[src/hw/rtl/dle_pkg.sv]
`timescale 1ns / 1ps

package dle_pkg;

    localparam int CAPACITY = 64;
    localparam int AW       = (CAPACITY > 1) ? $clog2(CAPACITY) : 1;
    localparam int LW       = $clog2(CAPACITY + 1);
    localparam int PW       = AW + 1;

    localparam int OPW = 4;
    localparam int VW  = 32;
    localparam int CW  = 7;
    localparam int SW  = 2;

    localparam int QAW    = 2;
    localparam int QDEPTH = 1 << QAW;

    localparam logic [OPW-1:0] OPC_PUSH_FRONT = 4'd0;
    localparam logic [OPW-1:0] OPC_PUSH_BACK  = 4'd1;
    localparam logic [OPW-1:0] OPC_POP_FRONT  = 4'd2;
    localparam logic [OPW-1:0] OPC_POP_BACK   = 4'd3;
    localparam logic [OPW-1:0] OPC_CLEAR      = 4'd4;
    localparam logic [OPW-1:0] OPC_REMOVE     = 4'd5;
    localparam logic [OPW-1:0] OPC_DUMP_ALL   = 4'd6;
    localparam logic [OPW-1:0] OPC_DUMP_FIRST = 4'd7;
    localparam logic [OPW-1:0] OPC_DUMP_LAST  = 4'd8;

    localparam logic [SW-1:0] STS_ELEM  = 2'd0;
    localparam logic [SW-1:0] STS_EMPTY = 2'd1;
    localparam logic [SW-1:0] STS_FULL  = 2'd2;

    typedef enum logic [3:0] {
        OP_PUSH_FRONT,
        OP_PUSH_BACK,
        OP_POP_FRONT,
        OP_POP_BACK,
        OP_CLEAR,
        OP_REMOVE,
        OP_DUMP_ALL,
        OP_DUMP_FIRST,
        OP_DUMP_LAST
    } t_op;

    typedef enum logic [1:0] {
        S_IDLE,
        S_DUMP,
        S_SCAN,
        S_SHIFT
    } t_state;

    typedef struct packed {
        t_op                   op;
        logic signed [VW-1:0]  value;
        logic [CW-1:0]         count;
    } t_cmd;

    typedef struct packed {
        logic full;
        logic vld;
    } t_qctl;

    // Map a logical position to its slot in the circular store.
    function automatic logic [AW-1:0] phys(input logic [AW-1:0] head,
                                           input logic [LW-1:0] k);
        logic [PW-1:0] sum;
        sum = PW'(head) + PW'(k);
        if (sum >= PW'(CAPACITY)) begin
            sum = sum - PW'(CAPACITY);
        end
        return sum[AW-1:0];
    endfunction

endpackage

[src/hw/rtl/dle_front.sv]
`timescale 1ns / 1ps

module dle_front import dle_pkg::*; (
    input  logic                 i_clk,
    input  logic                 i_rst_n,
    input  logic                 i_start,
    input  logic [OPW-1:0]       i_opcode,
    input  logic signed [VW-1:0] i_value,
    input  logic [CW-1:0]        i_count,
    input  logic                 i_q_full,
    output logic                 o_busy,
    output logic                 o_push,
    output t_cmd                 o_cmd
);

    logic r_vld, n_vld;
    t_cmd r_cmd;
    logic dec_ok;
    t_op  dec_op;
    logic accept;

    always_comb begin
        dec_ok = 1'b1;
        dec_op = OP_CLEAR;
        case (i_opcode)
            OPC_PUSH_FRONT: dec_op = OP_PUSH_FRONT;
            OPC_PUSH_BACK:  dec_op = OP_PUSH_BACK;
            OPC_POP_FRONT:  dec_op = OP_POP_FRONT;
            OPC_POP_BACK:   dec_op = OP_POP_BACK;
            OPC_CLEAR:      dec_op = OP_CLEAR;
            OPC_REMOVE:     dec_op = OP_REMOVE;
            OPC_DUMP_ALL:   dec_op = OP_DUMP_ALL;
            OPC_DUMP_FIRST: dec_op = OP_DUMP_FIRST;
            OPC_DUMP_LAST:  dec_op = OP_DUMP_LAST;
            default:        dec_ok = 1'b0;
        endcase
    end

    assign o_busy = r_vld && i_q_full;
    assign o_push = r_vld && !i_q_full;
    assign o_cmd  = r_cmd;
    assign accept = i_start && !o_busy;

    // Drop unused opcodes here so the back end never sees them.
    always_comb begin
        if (accept) begin
            n_vld = dec_ok;
        end else if (o_push) begin
            n_vld = 1'b0;
        end else begin
            n_vld = r_vld;
        end
    end

    always_ff @(posedge i_clk) begin
        if (!i_rst_n) begin
            r_vld <= 1'b0;
        end else begin
            r_vld <= n_vld;
        end
    end

    always_ff @(posedge i_clk) begin
        if (accept && dec_ok) begin
            r_cmd.op    <= dec_op;
            r_cmd.value <= i_value;
            r_cmd.count <= i_count;
        end
    end

endmodule

[src/hw/rtl/dle_queue.sv]
`timescale 1ns / 1ps

module dle_queue import dle_pkg::*; (
    input  logic  i_clk,
    input  logic  i_rst_n,
    input  logic  i_push,
    input  t_cmd  i_cmd,
    input  logic  i_pop,
    output t_qctl o_ctl,
    output t_cmd  o_cmd
);

    t_cmd             r_slot [QDEPTH];
    logic [QAW-1:0]   r_wp, n_wp;
    logic [QAW-1:0]   r_rp, n_rp;
    logic [QAW:0]     r_cnt, n_cnt;

    always_comb begin
        n_wp  = i_push ? r_wp + 1'b1 : r_wp;
        n_rp  = i_pop  ? r_rp + 1'b1 : r_rp;
        n_cnt = r_cnt;
        if (i_push && !i_pop) begin
            n_cnt = r_cnt + 1'b1;
        end else if (!i_push && i_pop) begin
            n_cnt = r_cnt - 1'b1;
        end
    end

    assign o_ctl.full = (r_cnt == (QAW+1)'(QDEPTH));
    assign o_ctl.vld  = (r_cnt != '0);
    assign o_cmd      = r_slot[r_rp];

    always_ff @(posedge i_clk) begin
        if (!i_rst_n) begin
            r_wp  <= '0;
            r_rp  <= '0;
            r_cnt <= '0;
        end else begin
            r_wp  <= n_wp;
            r_rp  <= n_rp;
            r_cnt <= n_cnt;
        end
    end

    always_ff @(posedge i_clk) begin
        if (i_push) begin
            r_slot[r_wp] <= i_cmd;
        end
    end

endmodule

[src/hw/rtl/dle_back.sv]
`timescale 1ns / 1ps

module dle_back import dle_pkg::*; (
    input  logic                 i_clk,
    input  logic                 i_rst_n,
    input  t_qctl                i_qctl,
    input  t_cmd                 i_cmd,
    output logic                 o_pop,
    output logic                 o_strobe,
    output logic [SW-1:0]        o_status,
    output logic signed [VW-1:0] o_data,
    output logic                 o_last
);

    logic [VW-1:0] r_mem [CAPACITY];

    t_state          r_state, n_state;
    logic [AW-1:0]   r_head, n_head;
    logic [LW-1:0]   r_len, n_len;
    logic [LW-1:0]   r_idx, n_idx;
    logic [LW-1:0]   r_rem, n_rem;
    logic            r_chk_vld, n_chk_vld;
    logic [LW-1:0]   r_chk_idx, n_chk_idx;
    logic            r_wr_vld, n_wr_vld;
    logic [LW-1:0]   r_widx, n_widx;
    logic [VW-1:0]   r_val, n_val;
    logic            r_out_vld, n_out_vld;
    logic [SW-1:0]   r_out_status, n_out_status;
    logic            r_out_last, n_out_last;
    logic [VW-1:0]   r_rdata;

    logic            mem_we;
    logic [AW-1:0]   mem_waddr;
    logic [VW-1:0]   mem_wdata;
    logic [AW-1:0]   mem_raddr;
    logic [LW-1:0]   cnt_sat;
    logic [LW-1:0]   dump_n;
    logic [LW-1:0]   dump_start;
    logic            is_dump;

    always_comb begin
        cnt_sat = (i_cmd.count > CW'(r_len)) ? r_len : LW'(i_cmd.count);
        is_dump = 1'b0;
        dump_n  = r_len;
        dump_start = '0;
        case (i_cmd.op)
            OP_DUMP_ALL: begin
                is_dump = 1'b1;
            end
            OP_DUMP_FIRST: begin
                is_dump = 1'b1;
                dump_n  = cnt_sat;
            end
            OP_DUMP_LAST: begin
                is_dump    = 1'b1;
                dump_n     = cnt_sat;
                dump_start = r_len - cnt_sat;
            end
            default: begin
                is_dump = 1'b0;
            end
        endcase
    end

    always_comb begin
        n_state      = r_state;
        n_head       = r_head;
        n_len        = r_len;
        n_idx        = r_idx;
        n_rem        = r_rem;
        n_chk_vld    = r_chk_vld;
        n_chk_idx    = r_chk_idx;
        n_wr_vld     = r_wr_vld;
        n_widx       = r_widx;
        n_val        = r_val;
        n_out_vld    = 1'b0;
        n_out_status = STS_ELEM;
        n_out_last   = 1'b0;
        o_pop        = 1'b0;
        mem_we       = 1'b0;
        mem_waddr    = phys(r_head, r_widx);
        mem_wdata    = r_rdata;
        mem_raddr    = phys(r_head, r_idx);

        case (r_state)
            S_IDLE: begin
                if (i_qctl.vld) begin
                    o_pop = 1'b1;
                    case (i_cmd.op)
                        OP_PUSH_FRONT: begin
                            if (r_len == LW'(CAPACITY)) begin
                                n_out_vld    = 1'b1;
                                n_out_status = STS_FULL;
                                n_out_last   = 1'b1;
                            end else begin
                                n_head    = phys(r_head, LW'(CAPACITY - 1));
                                mem_we    = 1'b1;
                                mem_waddr = n_head;
                                mem_wdata = i_cmd.value;
                                n_len     = r_len + 1'b1;
                            end
                        end
                        OP_PUSH_BACK: begin
                            if (r_len == LW'(CAPACITY)) begin
                                n_out_vld    = 1'b1;
                                n_out_status = STS_FULL;
                                n_out_last   = 1'b1;
                            end else begin
                                mem_we    = 1'b1;
                                mem_waddr = phys(r_head, r_len);
                                mem_wdata = i_cmd.value;
                                n_len     = r_len + 1'b1;
                            end
                        end
                        OP_POP_FRONT: begin
                            if (r_len != '0) begin
                                n_head = phys(r_head, LW'(1));
                                n_len  = r_len - 1'b1;
                            end
                        end
                        OP_POP_BACK: begin
                            if (r_len != '0) begin
                                n_len = r_len - 1'b1;
                            end
                        end
                        OP_CLEAR: begin
                            n_len = '0;
                        end
                        OP_REMOVE: begin
                            n_val     = i_cmd.value;
                            n_idx     = '0;
                            n_chk_vld = 1'b0;
                            n_state   = S_SCAN;
                        end
                        default: begin
                            if (is_dump) begin
                                if (dump_n == '0) begin
                                    n_out_vld    = 1'b1;
                                    n_out_status = STS_EMPTY;
                                    n_out_last   = 1'b1;
                                end else begin
                                    n_idx   = dump_start;
                                    n_rem   = dump_n;
                                    n_state = S_DUMP;
                                end
                            end
                        end
                    endcase
                end
            end
            S_DUMP: begin
                // One read per cycle; the word goes out as the data lands.
                n_out_vld  = 1'b1;
                n_out_last = (r_rem == LW'(1));
                n_idx      = r_idx + 1'b1;
                n_rem      = r_rem - 1'b1;
                if (r_rem == LW'(1)) begin
                    n_state = S_IDLE;
                end
            end
            S_SCAN: begin
                if (r_chk_vld && (r_rdata == r_val)) begin
                    n_idx     = r_chk_idx + 1'b1;
                    n_chk_vld = 1'b0;
                    n_wr_vld  = 1'b0;
                    n_state   = S_SHIFT;
                end else if (r_idx == r_len) begin
                    n_chk_vld = 1'b0;
                    n_state   = S_IDLE;
                end else begin
                    n_chk_vld = 1'b1;
                    n_chk_idx = r_idx;
                    n_idx     = r_idx + 1'b1;
                end
            end
            S_SHIFT: begin
                // Copy each entry one slot toward the front of the hole.
                mem_we = r_wr_vld;
                if (r_idx < r_len) begin
                    n_widx   = r_idx - 1'b1;
                    n_wr_vld = 1'b1;
                    n_idx    = r_idx + 1'b1;
                end else begin
                    n_wr_vld = 1'b0;
                    n_len    = r_len - 1'b1;
                    n_state  = S_IDLE;
                end
            end
            default: begin
                n_state = S_IDLE;
            end
        endcase
    end

    always_ff @(posedge i_clk) begin
        if (!i_rst_n) begin
            r_state   <= S_IDLE;
            r_head    <= '0;
            r_len     <= '0;
            r_chk_vld <= 1'b0;
            r_wr_vld  <= 1'b0;
            r_out_vld <= 1'b0;
        end else begin
            r_state   <= n_state;
            r_head    <= n_head;
            r_len     <= n_len;
            r_chk_vld <= n_chk_vld;
            r_wr_vld  <= n_wr_vld;
            r_out_vld <= n_out_vld;
        end
    end

    always_ff @(posedge i_clk) begin
        r_idx        <= n_idx;
        r_rem        <= n_rem;
        r_chk_idx    <= n_chk_idx;
        r_widx       <= n_widx;
        r_val        <= n_val;
        r_out_status <= n_out_status;
        r_out_last   <= n_out_last;
    end

    always_ff @(posedge i_clk) begin
        if (mem_we) begin
            r_mem[mem_waddr] <= mem_wdata;
        end
        r_rdata <= r_mem[mem_raddr];
    end

    assign o_strobe = r_out_vld;
    assign o_status = r_out_status;
    assign o_data   = (r_out_status == STS_ELEM) ? r_rdata : '0;
    assign o_last   = r_out_last;

endmodule

[src/hw/rtl/deque_list_engine_core.sv]
`timescale 1ns / 1ps
// An accepted command is registered in the front end, waits in the command queue and
// is popped by the executor; a dropped push, an empty dump line and each dumped word
// are registered at the output. Push, pop, clear and an empty dump finish in the idle
// state; a dump reads the entry memory once per word; remove scans, shifting on a match.
// A 4-deep command queue lets start be taken while the executor works.
// Reset: synchronous, active low; empties the list and the queue, no memory sweep.

module deque_list_engine_core import dle_pkg::*; (
    input  logic                 i_clk,
    input  logic                 i_rst_n,
    input  logic                 start,
    output logic                 busy,
    input  logic [OPW-1:0]       i_opcode,
    input  logic signed [VW-1:0] i_value,
    input  logic [CW-1:0]        i_count,
    output logic                 o_strobe,
    output logic [SW-1:0]        o_status,
    output logic signed [VW-1:0] o_data,
    output logic                 o_last
);

    t_qctl q_ctl;
    t_cmd  f_cmd;
    t_cmd  q_cmd;
    logic  f_push;
    logic  b_pop;

    dle_front u_front (
        .i_clk    (i_clk),
        .i_rst_n  (i_rst_n),
        .i_start  (start),
        .i_opcode (i_opcode),
        .i_value  (i_value),
        .i_count  (i_count),
        .i_q_full (q_ctl.full),
        .o_busy   (busy),
        .o_push   (f_push),
        .o_cmd    (f_cmd)
    );

    dle_queue u_queue (
        .i_clk   (i_clk),
        .i_rst_n (i_rst_n),
        .i_push  (f_push),
        .i_cmd   (f_cmd),
        .i_pop   (b_pop),
        .o_ctl   (q_ctl),
        .o_cmd   (q_cmd)
    );

    dle_back u_back (
        .i_clk    (i_clk),
        .i_rst_n  (i_rst_n),
        .i_qctl   (q_ctl),
        .i_cmd    (q_cmd),
        .o_pop    (b_pop),
        .o_strobe (o_strobe),
        .o_status (o_status),
        .o_data   (o_data),
        .o_last   (o_last)
    );

endmodule

[config.mk]
export PLATFORM = sky130hd
export DESIGN_NAME = deque_list_engine_core
export DESIGN_NICKNAME = d
export VERILOG_FILES = /design/src/hw/rtl/dle_pkg.sv /design/src/hw/rtl/dle_front.sv /design/src/hw/rtl/dle_queue.sv /design/src/hw/rtl/dle_back.sv /design/src/hw/rtl/deque_list_engine_core.sv
export SDC_FILE = /design/constraint.sdc
export NUM_CORES = 2
export LEC_CHECK = 0
export BUFFER_PORTS_ARGS = -buffer_cell sky130_fd_sc_hd__clkbuf_2
export CAP_MARGIN = 20
export CORE_ASPECT_RATIO = 0.6
export CORE_MARGIN = 2
export CORE_UTILIZATION = 55
export CTS_CLUSTER_SIZE = 12
export DETAILED_ROUTE_END_ITERATION = 16
export GPL_ROUTABILITY_DRIVEN = 0
export HOLD_SLACK_MARGIN = 0.12
export PLACE_DENSITY = 0.67
export SYNTH_ARGS = -nofsm -noshare
export SYNTH_HDL_FRONTEND = slang
export SYNTH_SLANG_ARGS = --single-unit
[constraint.sdc]
create_clock -name i_clk -period 5.8 [get_ports i_clk]
set_input_delay 0.29 -clock i_clk [delete_from_list [all_inputs] [get_ports i_clk]]
set_output_delay 0.29 -clock i_clk [all_outputs]
set_load 0.05 [all_outputs]
Word level (Yosys, flattened, before mapping)
Memories as Yosys holds them, arrays and structs flattened. A register that Yosys moved wholly into a read port is not among the register bits. Index checks and enable logic that the tools add are counted.

Bits in writable memories: 2220. Logic and storage cells: 226. Memories kept: 2. Latch bits: 0. Input port bits: 46. Memory bits (read-only): 0. Register bits: 132.

Memories: u_back.r_mem (words 64, bits a word 32, rd ports 1, clocked after Yosys merged registers in 1, write ports 1, RTL line dle_back.sv:15) `logic [VW-1:0] r_mem [CAPACITY];`; u_queue.r_slot (words 4, bits a word 43, rd ports 1, clocked after Yosys merged registers in 1, write ports 1, RTL line dle_queue.sv:13) `t_cmd r_slot [QDEPTH];`.

Equality and inequality tests: 43. Shift-type cells: 0. $mul: 0. Divide/modulo/power cells: 0. Multiplexer cells: 87. Bitwise gates (word level): 2. $add $sub $neg: 21. Reductions and logical operators: 44. $lt $le $gt $ge: 7.

Operator list (count): $mux 32 (5); $mux 7 (17); $mux 6 (11); $pmux 7 s2 (3); $ge 7x7->1 const B (5); $eq 32x32->1 (1); $eq 4x3->1 const B (8); $pmux 4 s8 (1); $sub 6x1->6 const B (5); $pmux 7 s4 (1); $mux 1 (24); $pmux 6 s2 (2); $mux 2 (11); $add 6x7->7 (3); $add 7x1->7 const B (3); $pmux 7 s3 (1); $sub 7x1->7 const B (3); $eq 4x2->1 const B (4); $ne 2x2->1 const B (7); $reduce_bool 2->1 (7); $pmux 1 s2 (6); $reduce_and 6->1 (2); $ne 2x1->1 const B (5); $reduce_and 5->1 (2); other kinds (40) (67).

Logic depth before layout (Yosys ltp)
Word-level depth: 9. Gate-level depth with buffers: 22.

Modules after synthesis
From an unflattened synthesis, not the netlist that was laid out.

Cells, all modules: 4081. Area, all modules: 93074.3 µm².

By module, submodules not included: dle_back (seq. area each 64331.7 µm², instances 1, area each 84965.2 µm², cells each 3754); dle_queue (seq. area each 5345.1 µm², instances 1, area each 6706.4 µm², cells each 268); dle_front (seq. area each 1311.3 µm², instances 1, area each 1402.6 µm², cells each 59).

Worst setup path before layout
Ideal clock, no wire load.

Path kind: reg2reg. Start point: register (tool-made name). End point: register u_back.r_idx[6] (data pin). Arrival: 4.316 ns. Path slack: 1.213 ns. Stages on the path, launching flop included: 22. Library setup time: 0.271 ns. Clock period less this slack: 4.587 ns. Path through: dfxtp_1 buf_6 buf_1 mux4_2 ha_1 nor2b_1 o21ai_0 a21oi_1 o22ai_1 clkbuf_1 nand2_1 o21ai_0 ha_1 inv_1 fa_1 a21o_1 a21oi_1 o21bai_1 a21oi_1 xor2_1 nand2_1 o221ai_1.

RTL lines: end signal: assignment (RTL line dle_back.sv:214) `r_idx <= n_idx;`; end: declaration (RTL line dle_back.sv:20) `logic [LW-1:0] r_idx, n_idx;`.

Worst setup path in the final report
Start point: register u_back.r_state[0]. End point: memory u_back.r_mem[17][0], enable pin.

Word-level cells in the longest chain between the ends: 4. Elaborated cells between the ends (all ways): 6.

Ends and longest elaborated chain: start: declaration (RTL line dle_back.sv:17) `t_state r_state, n_state;`; start signal: assignment (RTL line dle_back.sv:204) `r_state <= n_state;`; $eq 2x2->1 / $logic_not 2->1 (equally long branches) (RTL line dle_back.sv:85) `case (r_state)`; $pmux 1 s2 (RTL line dle_back.sv:85); $mux 1 (RTL line dle_back.sv:224) `if (mem_we) begin`; $mux 1 (implied by the code) (RTL line dle_back.sv:225) `r_mem[mem_waddr] <= mem_wdata;`; end: declaration (RTL line dle_back.sv:15).

Parallel ways exist; a longest one is shown, timed or not.

==> summary.txt <==
Placed design
  – Placed cell areas: between 90000 and 100000 sq um
  – Detailed Place HPWL: roughly 130000 um
  – Pre-CTS setup slack: between 1000 and 1500 ps
  – PortBufs: 82

STA
  – Relative slew margins: ~28%
  – Fin Setup TNS: 0 ps
  – RSZ-0062 raised after global routing: false
  – Clk_skew: 48.3 ps
  – Fmax: ~210 MHz
  – Period utilization: between 80% and 90%
  – Setup WS post-layout: approximately 1000 ps
  – Final hold vios: 0
  – Fin. max-slew vios: 0
  – Final worst path period need: approximately 4800 ps
  – Final setup violation count: 0
  – Measured slew at the worst slew-check pin: about 1100 ps

Layout
  – Most common cell after layout, fill and taps aside: edfxtp_1
  – Layout cells sized above 1: between 20 and 30%
  – Register area: about 71000 sq um
  – Area of the multi-input gates: about 21000 sq um
  – Post-route cell area: 104000 sq um
  – Area delta synth->final: 12.6%
  – Fillers: approximately 11000
  – Commonest cells after routing, fill and taps aside: edfxtp_1 (2322), mux4_2 (683), clkbuf_16 (230)
  – Nets: around 4600

Clocking
  – Clock Tree Buf Depth: 4
  – Clk Tree Root Cell: clkbuf_16
  – Clk slew on worst S/H paths: roughly 60 ps
  – # resized after CTS: 0
  – Clock sinks: roughly 2400
  – CTS buffer count: about 230
  – CTS tree: built
  – H-tree depth: 4
  – Worst skew pair latency: around 840 ps

Global routing
  – Initial antenna violation count: 7
  – Number of global-route vias before repair: 43221
  – Largest net degree at the start of global routing: 74
  – Gr ovfl total: 0
  – Total track usage: between 20% and 30%
  – Global-route wire length before repair: roughly 320000 um

Power and ir drop
  – Pwr per Cell Area: about 570 nW/um^2
  – Worst vdd ir: approximately 500 uV
  – Leak pwr: approximately 33 nW

Route
  – Pre-antenna DRT Iters: 6
  – Vias/cell: 6.49
  – DRC viols: 0
  – Detailed Route WL: ~220000 um
  – First DRT Iteration DRCs: 6502
  – Vias: ~45000
  – Routed Antenna Nets: 0
  – Drt wl/cell: between 30 and 40 um

Floorplanning
  – Core area: roughly 170000 sq um
  – Starting Density: 55.5%
  – Die area: between 150000 and 200000 sq um
  – Chip Height: 322 um
  – Die Width: ~530 um
  – Site Rows: about 120
  – I/O Pins: between 80 and 90

Yosys
  – Async set-reset flop share out of synthesis: 0%
  – Mapped Area: between 90000 and 100000 sq um
  – Number of synthesized flops with an enable pin: ~2300
  – YS warnings: 0
  – Distinct cells, synth: 61
  – Yosys reg bits: roughly 2400
  – Register area share after synthesis: 76.6%
  – Syn Area/Cell: 22.4 sq um
  – Syn_nets: between 4000 and 5000
  – Synth Instances: 4147
  – Ys flop type: edfxtp_1

Setup path
  – Critical path type: reg -> reg
  – Reg2reg path depth: 13
  – CP startpoint kind: register
  – Crit. End Element: register
  – Critical Path RT: 6280 ps
  – Slowest cell delay on critical path: 710 ps
  – Most used cell, CP: inv_1
  – Largest fanout on the critical path: 22
  – CP arrival: approximately 5300 ps
  – Crit-path cells: inv_1, ha_1, buf_4, inv_1, nor2_1, inv_1, or4_4, a21oi_1, a21oi_1, nor2_1, nand2_1, nor2_4, buf_4
  – Worst path slowest cell: or4_4

Worst hold path
  – Hold Path Depth: 2
  – Worst hold path type: in -> reg

Run
  – Max-capacitance violation count: 0

Run status
  – Run status: completed
## area by class of cell
cell class | instances | share of cell area, %
timing repair buffer | 313 | 2.63
multi-input combinational | 1517 | 20.5
clock buffer | 351 | 5.98
tap | 2242 | 2.69
sequential | 2385 | 68.0
inverter | 43 | 0.155
clock inverter | 7 | 0.0839
antenna | 3 | 0.00719
## final timing paths
check | end | slack [ps] | startpoint
setup / recovery | u_back.r_mem[17][0] | 1010 | u_back.r_state[0]
hold / removal | u_front.o_cmd[10] | 170 | i_value[3]
setup reg to reg | u_back.r_mem[17][0] | 1010 | u_back.r_state[0]
hold reg to reg | u_queue.r_slot[1][3] | 500 | u_front.o_cmd[3]
## Yosys cell counts (42+ instances only)
cell type | number | area share [%]
edfxtp_1 | 2322 | 75
mux4_2 | 683 | 17
nand2_1 | 146 | 0.59
clkbuf_1 | 135 | 0.55
nor2_1 | 109 | 0.44
a21oi_1 | 86 | 0.46
dfxtp_1 | 63 | 1.4
buf_1 | 57 | 0.23
ha_1 | 55 | 0.74
xnor2_1 | 53 | 0.50
and2_1 | 44 | 0.30
inv_1 | 43 | 0.17
nor2b_1 | 43 | 0.29
mux2i_1 | 42 | 0.45
## registers in the layout, summed over array words and instances, names as in the netlist, 3 cells and up, named ones only
register / flops
u_back.r_mem: 2048
u_queue.r_slot: 172
u_front.o_cmd: 43
u_back.r_rdata: 32
u_back.r_val: 32
u_back.r_chk_idx: 7
u_back.r_idx: 7
u_back.r_len: 7
u_back.r_rem: 7
u_back.r_head: 6
u_back.r_widx: 6
u_queue.r_cnt: 3
## power breakdown
group,total [W],switching [W],internal [W]
combinational,0.0233,0.0140,0.00929
sequential,0.0232,0.000607,0.0225
clock,0.0133,0.00595,0.00733
total,0.0597,0.0206,0.0392
## kinds of logic after synthesis
group,count (synthesis),share of synthesized area [%]
flops,2385,76.6
simple gates,436,2.26
buf+inv,245,1.03
fa+ha+maj,60,0.850
compound gates,213,1.47
xor+xnor,82,0.775
mux,726,17.1
## worst max-delay path: cells and delay by family, from the launching register on
family,cells,cell delay (ps)
adder cells (fa/ha/maj),1,180
AND/OR/NAND/NOR,5,2340
AO/OA/AOI/OAI,2,350
flip-flops,1,350
buffers and inverters,5,1200
## per-layer routing
metal | GRT usage (%) | up-vias | share of wire (%)
met5 | 0 | - | 0.0063
met3 | 8.06 | 274 | 12
met2 | 34.3 | 2417 | 42
li1 | - | 18034 | -
met4 | 4.84 | 2 | 1.7
met1 | 42.9 | 23778 | 45
## metrics by stage
step	hold WS [ps]	util, %	instances	power [W]
6_report	173	62.5	6861	0.0597
5_1_grt	145	62.5	6859	0.0620
4_1_cts	122	62.4	6849	0.0599
3_5_place_dp	469	58.3	6434	0.0467
3_3_place_gp	467	58.3	6432	0.0464
2_1_floorplan	389	-	4147	0.0383
## repair_timing
item / CTS / global route
setup buffers: 0 / 0
hold endpoints to repair: 61 / 0
hold buffers: 57 / 0
setup endpoints to repair: 0 / 0
Power figures use the tool's default switching activity.
